## config.mk

```make
export PLATFORM = sky130hd
export DESIGN_NAME = multilevel_round_robin_scheduler
export DESIGN_NICKNAME = d
export VERILOG_FILES = /design/src/design/mlrr_pkg.sv /design/src/design/mlrr_cell.sv /design/src/design/mlrr_level.sv /design/src/design/multilevel_round_robin_scheduler.sv
export SDC_FILE = /design/constraint.sdc
export NUM_CORES = 2
export LEC_CHECK = 0
export BUFFER_PORTS_ARGS = -buffer_cell sky130_fd_sc_hd__buf_2
export CAP_MARGIN = 20
export CORE_MARGIN = 8
export CORE_UTILIZATION = 61
export DETAILED_ROUTE_END_ITERATION = 12
export PLACE_DENSITY = 0.77
export SYNTH_ARGS = -nofsm -noshare
export SYNTH_HDL_FRONTEND = slang
export SYNTH_HIERARCHICAL = 1
export SYNTH_SLANG_ARGS = --single-unit
```

## constraint.sdc

```tcl
create_clock -name clk -period 5.3 [get_ports clk]
set_clock_uncertainty 0.2 [all_clocks]
set_input_delay 0.265 -clock clk [delete_from_list [all_inputs] [get_ports clk]]
set_output_delay 0.265 -clock clk [all_outputs]
set_load 0.01 [all_outputs]
```

## src/design/mlrr_pkg.sv

```systemverilog
// Shared types and constants for the multilevel round-robin scheduler.
`timescale 1ns / 1ps
package mlrr_pkg;
	localparam int NUM_LEVELS = 4;
	localparam int DEF_QUEUE_DEPTH = 16;
	localparam int DEF_ID_WIDTH = 16;
	localparam int OUT_ID_WIDTH = 16;
	localparam int QUANTUM_WIDTH = 8;

	localparam logic [1:0] CMD_ADD = 2'd0;
	localparam logic [1:0] CMD_REMOVE = 2'd1;
	localparam logic [1:0] CMD_SERVE = 2'd2;
	localparam logic [1:0] CMD_UNUSED = 2'd3;

	localparam logic [1:0] CFG_Q1 = 2'd0;
	localparam logic [1:0] CFG_Q2 = 2'd1;
	localparam logic [1:0] CFG_Q3 = 2'd2;
	localparam logic [1:0] CFG_Q4 = 2'd3;

	// per-level operation driven into a queue row
	typedef struct packed {
		logic append;   // write id at tail
		logic remove;   // delete first match
		logic rotate;   // head to tail
	} lvl_op_t;
endpackage

```

## src/design/mlrr_cell.sv

```systemverilog
// One slot of a level queue: holds an id and shifts toward the head.
`timescale 1ns / 1ps
module mlrr_cell import mlrr_pkg::*; #(
	parameter int ID_WIDTH = DEF_ID_WIDTH
) (
	input  logic                clk,
	input  logic                load,      // write new_id
	input  logic                shift,     // take neighbor's id
	input  logic [ID_WIDTH-1:0] new_id,
	input  logic [ID_WIDTH-1:0] next_id,   // from the cell behind
	input  logic [ID_WIDTH-1:0] probe_id,
	output logic [ID_WIDTH-1:0] id_q,
	output logic                hit
);
	always_ff @(posedge clk) begin
		if (load) begin
			id_q <= new_id;
		end else if (shift) begin
			id_q <= next_id;
		end
	end
	assign hit = (id_q == probe_id);
endmodule

```

## src/design/mlrr_level.sv

```systemverilog
// One priority level: a row of cells with a fill count.
`timescale 1ns / 1ps
module mlrr_level import mlrr_pkg::*; #(
	parameter int QUEUE_DEPTH = DEF_QUEUE_DEPTH,
	parameter int ID_WIDTH = DEF_ID_WIDTH,
	localparam int CW = $clog2(QUEUE_DEPTH + 1)
) (
	input  logic                clk,
	input  logic                arst_n,
	input  lvl_op_t             op,
	input  logic [ID_WIDTH-1:0] probe_id,
	output logic [CW-1:0]       count_q,
	output logic                found,     // valid match in row
	output logic [ID_WIDTH-1:0] head_id
);
	logic [ID_WIDTH-1:0] ids [QUEUE_DEPTH];
	logic [QUEUE_DEPTH-1:0] hits, valid, first_hit, at_or_after;
	logic [QUEUE_DEPTH-1:0] load, shift;
	logic [ID_WIDTH-1:0] wr_id;

	assign head_id = ids[0];
	assign first_hit = (hits & valid) & ~((hits & valid) - 1'b1);
	assign found = |(hits & valid);
	// cells at or beyond the first match
	assign at_or_after = ~(first_hit - 1'b1);
	assign wr_id = op.rotate ? ids[0] : probe_id;

	genvar g;
	generate
		for (g = 0; g < QUEUE_DEPTH; g++) begin : g_cell
			logic [ID_WIDTH-1:0] nxt;
			logic is_tail;
			if (g == QUEUE_DEPTH - 1) begin : g_end
				assign nxt = ids[g];
			end else begin : g_mid
				assign nxt = ids[g+1];
			end
			assign valid[g] = (CW'(g) < count_q);
			assign is_tail = (CW'(g) == (op.rotate ? count_q - 1'b1 : count_q));
			assign load[g] = (op.append || op.rotate) && is_tail;
			assign shift[g] = (op.rotate && valid[g]) || (op.remove && at_or_after[g]);
			mlrr_cell #(.ID_WIDTH(ID_WIDTH)) u_cell (
				.clk      (clk),
				.load     (load[g]),
				.shift    (shift[g]),
				.new_id   (wr_id),
				.next_id  (nxt),
				.probe_id (probe_id),
				.id_q     (ids[g]),
				.hit      (hits[g])
			);
		end
	endgenerate

	always_ff @(posedge clk or negedge arst_n) begin
		if (!arst_n) begin
			count_q <= '0;
		end else if (op.append) begin
			count_q <= count_q + 1'b1;
		end else if (op.remove) begin
			count_q <= count_q - 1'b1;
		end
	end
endmodule

```

## src/design/multilevel_round_robin_scheduler.sv

```systemverilog
// Top level: four cell-chain level queues, command decode and result register.
// Results: the row search/update runs in the cycle an item is accepted, and its
// result is held in an output register, valid in the cycle after.
// Intake: a new item is taken only while the busy guard set by the last item is
// clear and the result register is empty or being drained, so row updates settle.
// Reset: counts clear, rotation points at level one, quanta load 4,3,2,1;
// stored ids are not cleared.
`timescale 1ns / 1ps
module multilevel_round_robin_scheduler import mlrr_pkg::*; #(
	parameter int QUEUE_DEPTH = DEF_QUEUE_DEPTH,
	parameter int ID_WIDTH = DEF_ID_WIDTH
) (
	input  logic                     clk,
	input  logic                     arst_n,
	input  logic                     in_valid,
	output logic                     in_stall,
	input  logic [1:0]               cmd,
	input  logic [15:0]              proc_id,
	input  logic [2:0]               level,
	output logic                     out_valid,
	input  logic                     out_stall,
	output logic                     ok,
	output logic [15:0]              served_id,
	output logic [7:0]               slice,
	output logic                     any_queued,
	input  logic                     cfg_we,
	input  logic [1:0]               cfg_index,
	input  logic [7:0]               cfg_data
);
	localparam int CW = $clog2(QUEUE_DEPTH + 1);

	logic [7:0] quanta_q [NUM_LEVELS];
	logic [1:0] rot_q;
	logic       busy_q;     // one cycle guard after a row update
	logic       take;
	logic [ID_WIDTH-1:0] probe;
	lvl_op_t    ops [NUM_LEVELS];
	logic [CW-1:0] cnt [NUM_LEVELS];
	logic [NUM_LEVELS-1:0] found, nonempty, full, srv_sel, rm_sel;
	logic [ID_WIDTH-1:0] heads [NUM_LEVELS];
	logic [NUM_LEVELS-1:0] rot_mask, cand;
	logic [1:0] srv_lvl;
	logic       srv_ok;
	logic [1:0] add_lvl;
	logic       add_ok, rm_ok, res_ok;
	logic [NUM_LEVELS-1:0] cnt_after;

	// accept when the output slot is free or draining, and no row is mid-update
	assign in_stall = busy_q || (out_valid && out_stall);
	assign take = in_valid && !in_stall;
	assign probe = ID_WIDTH'(proc_id);
	assign add_lvl = 2'(level - 3'd1);

	genvar g;
	generate
		for (g = 0; g < NUM_LEVELS; g++) begin : g_lvl
			assign nonempty[g] = (cnt[g] != '0);
			assign full[g] = (cnt[g] == CW'(QUEUE_DEPTH));
			assign rot_mask[g] = (2'(g) >= rot_q);
			mlrr_level #(.QUEUE_DEPTH(QUEUE_DEPTH), .ID_WIDTH(ID_WIDTH)) u_lvl (
				.clk      (clk),
				.arst_n   (arst_n),
				.op       (ops[g]),
				.probe_id (probe),
				.count_q  (cnt[g]),
				.found    (found[g]),
				.head_id  (heads[g])
			);
		end
	endgenerate

	// serve: first non-empty level from the pointer, wrapping
	always_comb begin
		cand = nonempty & rot_mask;
		if (cand == '0) cand = nonempty;
		srv_ok = |nonempty;
		srv_lvl = 2'd0;
		for (int i = NUM_LEVELS - 1; i >= 0; i--) begin
			if (cand[i]) srv_lvl = 2'(i);
		end
		rm_sel = found & ~(found - 1'b1);
		rm_ok = |found;
		add_ok = (level >= 3'd1) && (level <= 3'd4) && !full[add_lvl];
		srv_sel = '0;
		srv_sel[srv_lvl] = srv_ok;
		res_ok = 1'b0;
		unique case (cmd)
			CMD_ADD:    res_ok = add_ok;
			CMD_REMOVE: res_ok = rm_ok;
			CMD_SERVE:  res_ok = srv_ok;
			default:    res_ok = 1'b0;
		endcase
		for (int i = 0; i < NUM_LEVELS; i++) begin
			ops[i].append = take && (cmd == CMD_ADD) && add_ok && (add_lvl == 2'(i));
			ops[i].remove = take && (cmd == CMD_REMOVE) && rm_sel[i];
			ops[i].rotate = take && (cmd == CMD_SERVE) && srv_sel[i];
			cnt_after[i] = ops[i].remove ? (cnt[i] > CW'(1)) :
				(nonempty[i] || ops[i].append);
		end
	end

	always_ff @(posedge clk or negedge arst_n) begin
		if (!arst_n) begin
			rot_q <= 2'd0;
			busy_q <= 1'b0;
			out_valid <= 1'b0;
			quanta_q[0] <= 8'd4;
			quanta_q[1] <= 8'd3;
			quanta_q[2] <= 8'd2;
			quanta_q[3] <= 8'd1;
		end else begin
			busy_q <= take;
			if (take) begin
				out_valid <= 1'b1;
			end else if (!out_stall) begin
				out_valid <= 1'b0;
			end
			if (take && (cmd == CMD_SERVE) && srv_ok) begin
				rot_q <= srv_lvl + 2'd1;
			end
			if (cfg_we) begin
				unique case (cfg_index)
					CFG_Q1: quanta_q[0] <= cfg_data;
					CFG_Q2: quanta_q[1] <= cfg_data;
					CFG_Q3: quanta_q[2] <= cfg_data;
					CFG_Q4: quanta_q[3] <= cfg_data;
					default: ;
				endcase
			end
		end
	end

	// result payload
	always_ff @(posedge clk) begin
		if (take) begin
			ok <= res_ok;
			any_queued <= |cnt_after;
			if (cmd == CMD_SERVE && srv_ok) begin
				served_id <= 16'(heads[srv_lvl]);
				slice <= quanta_q[srv_lvl];
			end else begin
				served_id <= '0;
				slice <= '0;
			end
		end
	end
endmodule
```

**Word-level counts from Yosys, hierarchy flattened**

Cells that the tools add are included.

- Register bits: 1106
- Bits in latches: 0
- RAM bits: 0
- Bits in read-only memories: 0
- Output and inout port bits: 28
- Word-level logic and storage cells: 857
- Memories kept: 0

- $add $sub $neg: 19
- $mul: 0
- Div/mod/pow operators: 0
- $lt $le $gt $ge: 78
- Equal/unequal tests: 137
- Shift-type cells: 0
- Muxes and demuxes: 158
- Bitwise operators: 21
- Reduce and logical (&&, ||, !) cells: 365

Operators by type and width:

| kind | number |
|---|---|
| $mux W16 | 126 |
| $eq A16 B16 Y1 | 64 |
| $logic_and A1 B1 Y1 | 207 |
| $eq A4 B5 Y1 const A | 32 |
| $lt A4 B5 Y1 const A | 32 |
| $reduce_bool A2 Y1 | 64 |
| $not A15 Y15 | 8 |
| $sub A15 B1 Y15 const B | 8 |
| $eq A3 B5 Y1 const A | 16 |
| $lt A3 B5 Y1 const A | 16 |
| $logic_or A1 B1 Y1 | 69 |
| $and A16 B16 Y16 | 4 |
| $reduce_or A16 Y1 | 4 |
| $reduce_or A64 Y1 | 1 |
| $and A15 B15 Y15 | 4 |
| $mux W5 | 12 |
| $eq A2 B5 Y1 const A | 8 |
| $lt A1 B5 Y1 const A | 8 |
| $lt A2 B5 Y1 const A | 8 |
| $bmux W16 S2 | 1 |
| $add A5 B1 Y5 const B | 4 |
| $eq A1 B5 Y1 const A | 4 |
| $eq A5 B5 Y1 const B | 4 |
| $gt A5 B1 Y1 const B | 4 |
| 32 further kinds | 70 |

**Longest topological paths before layout**

- Word-level depth: 18
- Depth in mapped cells: 16
- Gate-level depth less buffers: 14

**Cells and area by module**

Netlist, hierarchy kept.

By module, submodules not included:

| module | times used | cells an instance | area each (sq um) |
|---|---|---|---|
| mlrr_cell | 64 | 56 | 909.6 |
| mlrr_level | 4 | 206 | 1377.6 |
| multilevel_round_robin_scheduler | 1 | 448 | 4419.2 |

**Worst setup path before layout**

No wires, ideal clock.

- Kind: reg-to-reg
- From: register out_valid
- To: register g_lvl[2].u_lvl.g_cell[2].u_cell.id_q[0], enable pin
- Arrival time: 4.157 ns
- Required time: 4.727 ns
- Path slack: 0.570 ns
- Cell stages (with the launch flop): 14
- Path buffers: 6
- Period minus slack after synthesis: 4.730 ns
- Cells stage by stage: dfrtp_1 a21oi_1 and2_1 clkbuf_1 nand2_1 nor4_1 clkbuf_1 clkbuf_1 buf_1 a21oi_1 nor2_1 buf_6 buf_12 or2_1

RTL lines:

| item | line | RTL |
|---|---|---|
| start: declaration | multilevel_round_robin_scheduler.sv:20 | `output logic out_valid,` |
| start signal: assignment | multilevel_round_robin_scheduler.sv:106 | `out_valid <= 1'b0;` |
| start signal: assignment | multilevel_round_robin_scheduler.sv:114 | `out_valid <= 1'b1;` |
| start signal: assignment | multilevel_round_robin_scheduler.sv:116 | `out_valid <= 1'b0;` |
| end signal: assignment | mlrr_cell.sv:17 | `id_q <= new_id;` |
| end signal: assignment | mlrr_cell.sv:19 | `id_q <= next_id;` |
| end: declaration | mlrr_cell.sv:12 | `output logic [ID_WIDTH-1:0] id_q,` |

==> impl_summary.md <==
Worst setup path
The kind of launch point of the worst setup path is a flop. The signal on the critical path passes through nor4_1, buf_4, nand4_1, o311a_1, nand2_1, nor3_2, inv_1, o21ai_1, o21ai_0, nor2_1, or2_1. Along the worst path, the maximum fanout reaches 16. The kind of cell with the highest combined delay along the critical path is simple AND/OR/NAND/NOR gates.

The maximum cell stage delay along the critical path is 0.72 ns. The worst register-to-register path ends at g_lvl[1].u_lvl/g_cell[1].u_cell/id_q[5]. For the worst setup path, the data arrival time is 4.99 ns. For this design, the slowest cell found on the critical path is sky130_fd_sc_hd__nor3_2. The startpoint of the lowest-slack register-to-register path is g_lvl[0].u_lvl/count_q[4]. The endpoint required time on the critical path is ~5.4 ns.

The nature of the critical path endpoint is a flop. The critical path is of the flop to flop type. The logic depth of the worst setup path including buffers is 11.

The depth of the worst register-to-register path is 11. In this run the register-to-register setup slack is 0.45 ns. The sum of buffers and inverters on the critical path is 2.

Place
The cell area after placement is 70300 um2. The number of placed instances, taps included, is 6428. The post-DP HPWL is 122 mm.

At the end of routability-driven placement, the weighted congestion stood at 0.969. During placement, the flow inserted port buffers numbering 63. The pre-CTS setup slack is approximately 0.31 ns.

Finish
The post-route netlist has 33.5% of its cells at a drive strength greater than 1. The area added between synthesis and finish is 9.15%. Once layout is complete, the utilization of the core stands at 67.2%. The final net count is 5139. The final cell count without fillers is between 6000 and 7000. The final standard cell area without fillers is 74400 um2. The library cells used most frequently in the layout, excluding fill and tap cells, are 1050 x sky130_fd_sc_hd__edfxtp_1, 1032 x sky130_fd_sc_hd__xnor2_1, 576 x sky130_fd_sc_hd__mux2_4.

The most frequent standard cell in the layout excluding fill and tap cells is sky130_fd_sc_hd__edfxtp_1.

CTS
The later pin in the worst-skew pair is clocked with a latency of 0.72 ns. The number of buffers on the longest clock path is 3. The H-tree depth reported by CTS is 3. The cell at the root of the clock tree is sky130_fd_sc_hd__clkbuf_16.

The number of buffers created by CTS is 118. The clock net sink count is 1106. The clock tree from TritonCTS is built. After clock tree synthesis, the clock-pin slew on the worst setup and hold paths is around 0.06 ns.

The setup fix buffers added after clock tree synthesis is 0.

Detailed routing
The final wirelength is 172 mm. The vias per cell is 6.29. In the routed design, unresolved DRC markers number 0. After detailed routing, the average wire length per cell comes to approximately 26 um. The count of nets left with antenna violations once routing finished came out at 0. The detailed-routing iteration count for the pre-antenna-repair pass is 8. The first routing iteration left 4319 violations. The routed layout has about 42000 vias.

Synthesis
The synthesized design contains 1050 enable-type register cells. Yosys mapped the design onto 78 distinct sky130hd cell types. The share of flip-flops with an asynchronous set or reset is 5.06%. The synthesized netlist occupies a cell area of 68100 um2. The number of nets produced by synthesis is about 4900. The average cell area after synthesis is 14.0 um2. In the synthesized netlist the dominant register cell turns out to be sky130_fd_sc_hd__edfxtp_1. The yosys synthesis warning count is 6. Synthesis inferred 1106 register bits. Synthesis produced 4856 cells.

The fraction of the yosys area taken by sequential cells is between 40% and 50%.

STA
The count of final max-slew check failures is 0. The smallest hold slack is 0.0702 ns. The slew of the pin with the lowest slew margin is 1.18 ns.

The highest clock rate is 206 MHz. The smallest setup slack after layout is 0.445 ns. Dividing the final minimum period by the clock period gives 91.6%. Setup violations remaining at the end of the flow were counted as 0. Measured against its own limit, the worst slew margin works out to 20.3%.

After layout, the minimum clock period comes to about 5 ns. The final hold violation count came to 0. The final total negative setup slack is 0 ns. Setup repair after global routing left no endpoint under its margin.

Power
In this run the power density over the cells is 292 nW/um2. The share of power burned in combinational logic is between 10% and 20%. The cell-internal power is around 16 mW.

For this design the total switching power over the nets is about 6.0 mW. In this run the static leakage power is 24.6 nW. Registers are responsible for 45.0% of the overall power. The relative contribution of the clock network to total power is 37.9%. VDD sags by at most around 0.40 mV. Net switching is 27.6% of the power. The total power is 21.7 mW.

Worst hold path
The hold path depth is 5. The path with the worst hold slack has its endpoint at any_queued. The min-delay analysis places its worst path in the category input pin to flop. In this run the most critical hold path is launched from level[1].

Floorplanning
The die boundary height is 350 um. The core outline area is 111000 um2. The die is between 300 and 400 um wide. The placement row count is ~120. The die covers 123000 um2. The number of top-level design ports is 64. The starting density of the core is 61.6%.

Flow run
The number of maximum-capacitance violations is 0.

Run status
The run finished with clean final reports.

GRT
The maximum number of pins on one net before global-route repair is 57. The layer flagged by global routing as most heavily used is met2. The met1 track utilization from global routing is 36.4%. The via count of the first global-routing pass is 42600.

The number of antenna violations at the first check in global routing is 9. The total routing resource utilization after global routing is 27.5%. The first-pass GRT wire length is 262 mm. The total congestion overflow is 0. The met3 global-route usage is 4.78%. In the global route stage, met2 resource usage came out at 45.9%.
[cells by family after synthesis]
kind of cell / synth area share (%)
muxes: 21.9
xor gates and xnor gates: 13.4
DFF: 48.3
AOI/OAI and AO/OA: 4.63
adders and majority gates: 0.312
buffers and inverters: 4.05
and+or+nand+nor: 7.32
[tightest hold or removal path: cells and delay by family]
family,cells,cell delay [ns]
buffers and inverters,1,0.12
AOI/OAI and AO/OA,2,0.25
and+or+nand+nor,1,0.06
adders and majority gates,1,0.17
[state kept, by name, indices dropped and copies added (netlist names)]
| signal | cells |
|---|---|
| any_queued | 1 |
| busy_q | 1 |
| g_lvl.u_lvl/count_q | 20 |
| g_lvl.u_lvl/g_cell.u_cell/id_q | 1024 |
| ok | 1 |
| out_valid | 1 |
| quanta_q | 32 |
| rot_q | 2 |
| served_id | 16 |
| slice | 8 |
[synth_stat cells, types with 10 or more instances]
cell	n	share of area, %
sky130_fd_sc_hd__edfxtp_1	1050	46
sky130_fd_sc_hd__xnor2_1	1032	13
sky130_fd_sc_hd__mux2_4	576	13
sky130_fd_sc_hd__mux2_2	537	8.9
sky130_fd_sc_hd__nand4_1	264	2.4
sky130_fd_sc_hd__nor2_1	119	0.66
sky130_fd_sc_hd__nand2_1	97	0.53
sky130_fd_sc_hd__o21ai_0	94	0.69
sky130_fd_sc_hd__clkbuf_1	82	0.45
sky130_fd_sc_hd__buf_6	76	1.3
sky130_fd_sc_hd__or2_1	68	0.62
sky130_fd_sc_hd__nor4_2	65	1.2
sky130_fd_sc_hd__buf_12	64	1.9
sky130_fd_sc_hd__a21oi_1	55	0.40
sky130_fd_sc_hd__inv_1	54	0.30
sky130_fd_sc_hd__a211oi_1	53	0.58
sky130_fd_sc_hd__dfrtp_1	51	1.9
sky130_fd_sc_hd__nor3_1	49	0.36
sky130_fd_sc_hd__nand2b_1	32	0.29
sky130_fd_sc_hd__o22ai_1	32	0.29
sky130_fd_sc_hd__o32ai_1	30	0.39
sky130_fd_sc_hd__a21boi_0	24	0.26
sky130_fd_sc_hd__mux2i_1	24	0.35
sky130_fd_sc_hd__or3_1	21	0.19
sky130_fd_sc_hd__ha_1	17	0.31
sky130_fd_sc_hd__nand3_1	17	0.12
sky130_fd_sc_hd__a22o_1	16	0.21
sky130_fd_sc_hd__a21o_1	15	0.17
sky130_fd_sc_hd__nor2b_1	15	0.14
sky130_fd_sc_hd__o21ai_1	14	0.10
sky130_fd_sc_hd__o31ai_1	13	0.14
sky130_fd_sc_hd__o31a_1	12	0.15
sky130_fd_sc_hd__xor2_1	12	0.15
sky130_fd_sc_hd__buf_2	11	0.081
sky130_fd_sc_hd__o211ai_1	11	0.12
sky130_fd_sc_hd__and2_1	10	0.092
sky130_fd_sc_hd__nand3b_1	10	0.11
[final cells by class]
type	instances	area, um2
antenna	3	7.51
timing repair buffer	355	3040
inverter	55	206
sequential	1106	32900
fill	7637	36300
clock buffer	161	3300
clock inverter	56	542
tap	1488	1860
multi-input combinational	3450	32500
[worst max-delay path by stage]
stage,from,end,slack [ns]
after floorplan,out_valid,g_lvl[2].u_lvl/g_cell[2].u_cell/id_q[0],0.57
after global placement,proc_id[14],g_lvl[3].u_lvl/g_cell[1].u_cell/id_q[13],0.30
after detailed placement,proc_id[14],g_lvl[3].u_lvl/g_cell[14].u_cell/id_q[7],0.31
after CTS,g_lvl[2].u_lvl/count_q[1],g_lvl[0].u_lvl/g_cell[11].u_cell/id_q[11],0.41
after global routing,g_lvl[2].u_lvl/count_q[1],g_lvl[0].u_lvl/g_cell[9].u_cell/id_q[2],0.27
final,g_lvl[0].u_lvl/count_q[4],g_lvl[1].u_lvl/g_cell[1].u_cell/id_q[5],0.45
[what timing repair did]
item                                   4_1_cts  5_1_grt
setup endpoints to repair                    0       94
hold buffers                                26        0
endpoints found under the hold margin       88        0
resized for setup                            0        1
[power by group through the flow]
stage	sequential (mW)	clock, mW	combinational, mW
after floorplan	9.90	0	2.28
final	9.77	8.23	3.71
after detailed placement	9.95	0	3.57
after CTS	9.76	8.34	3.61
after global routing	9.78	8.66	3.91
after global placement	9.94	0	3.52
[metal layers]
layer	up-vias	wire, um
met2	1521	82500
li1	18700	-
met3	380	12100
met5	-	46
met1	21400	70700
met4	8	6470
No activity file was read; power rests on OpenSTA's default activity.
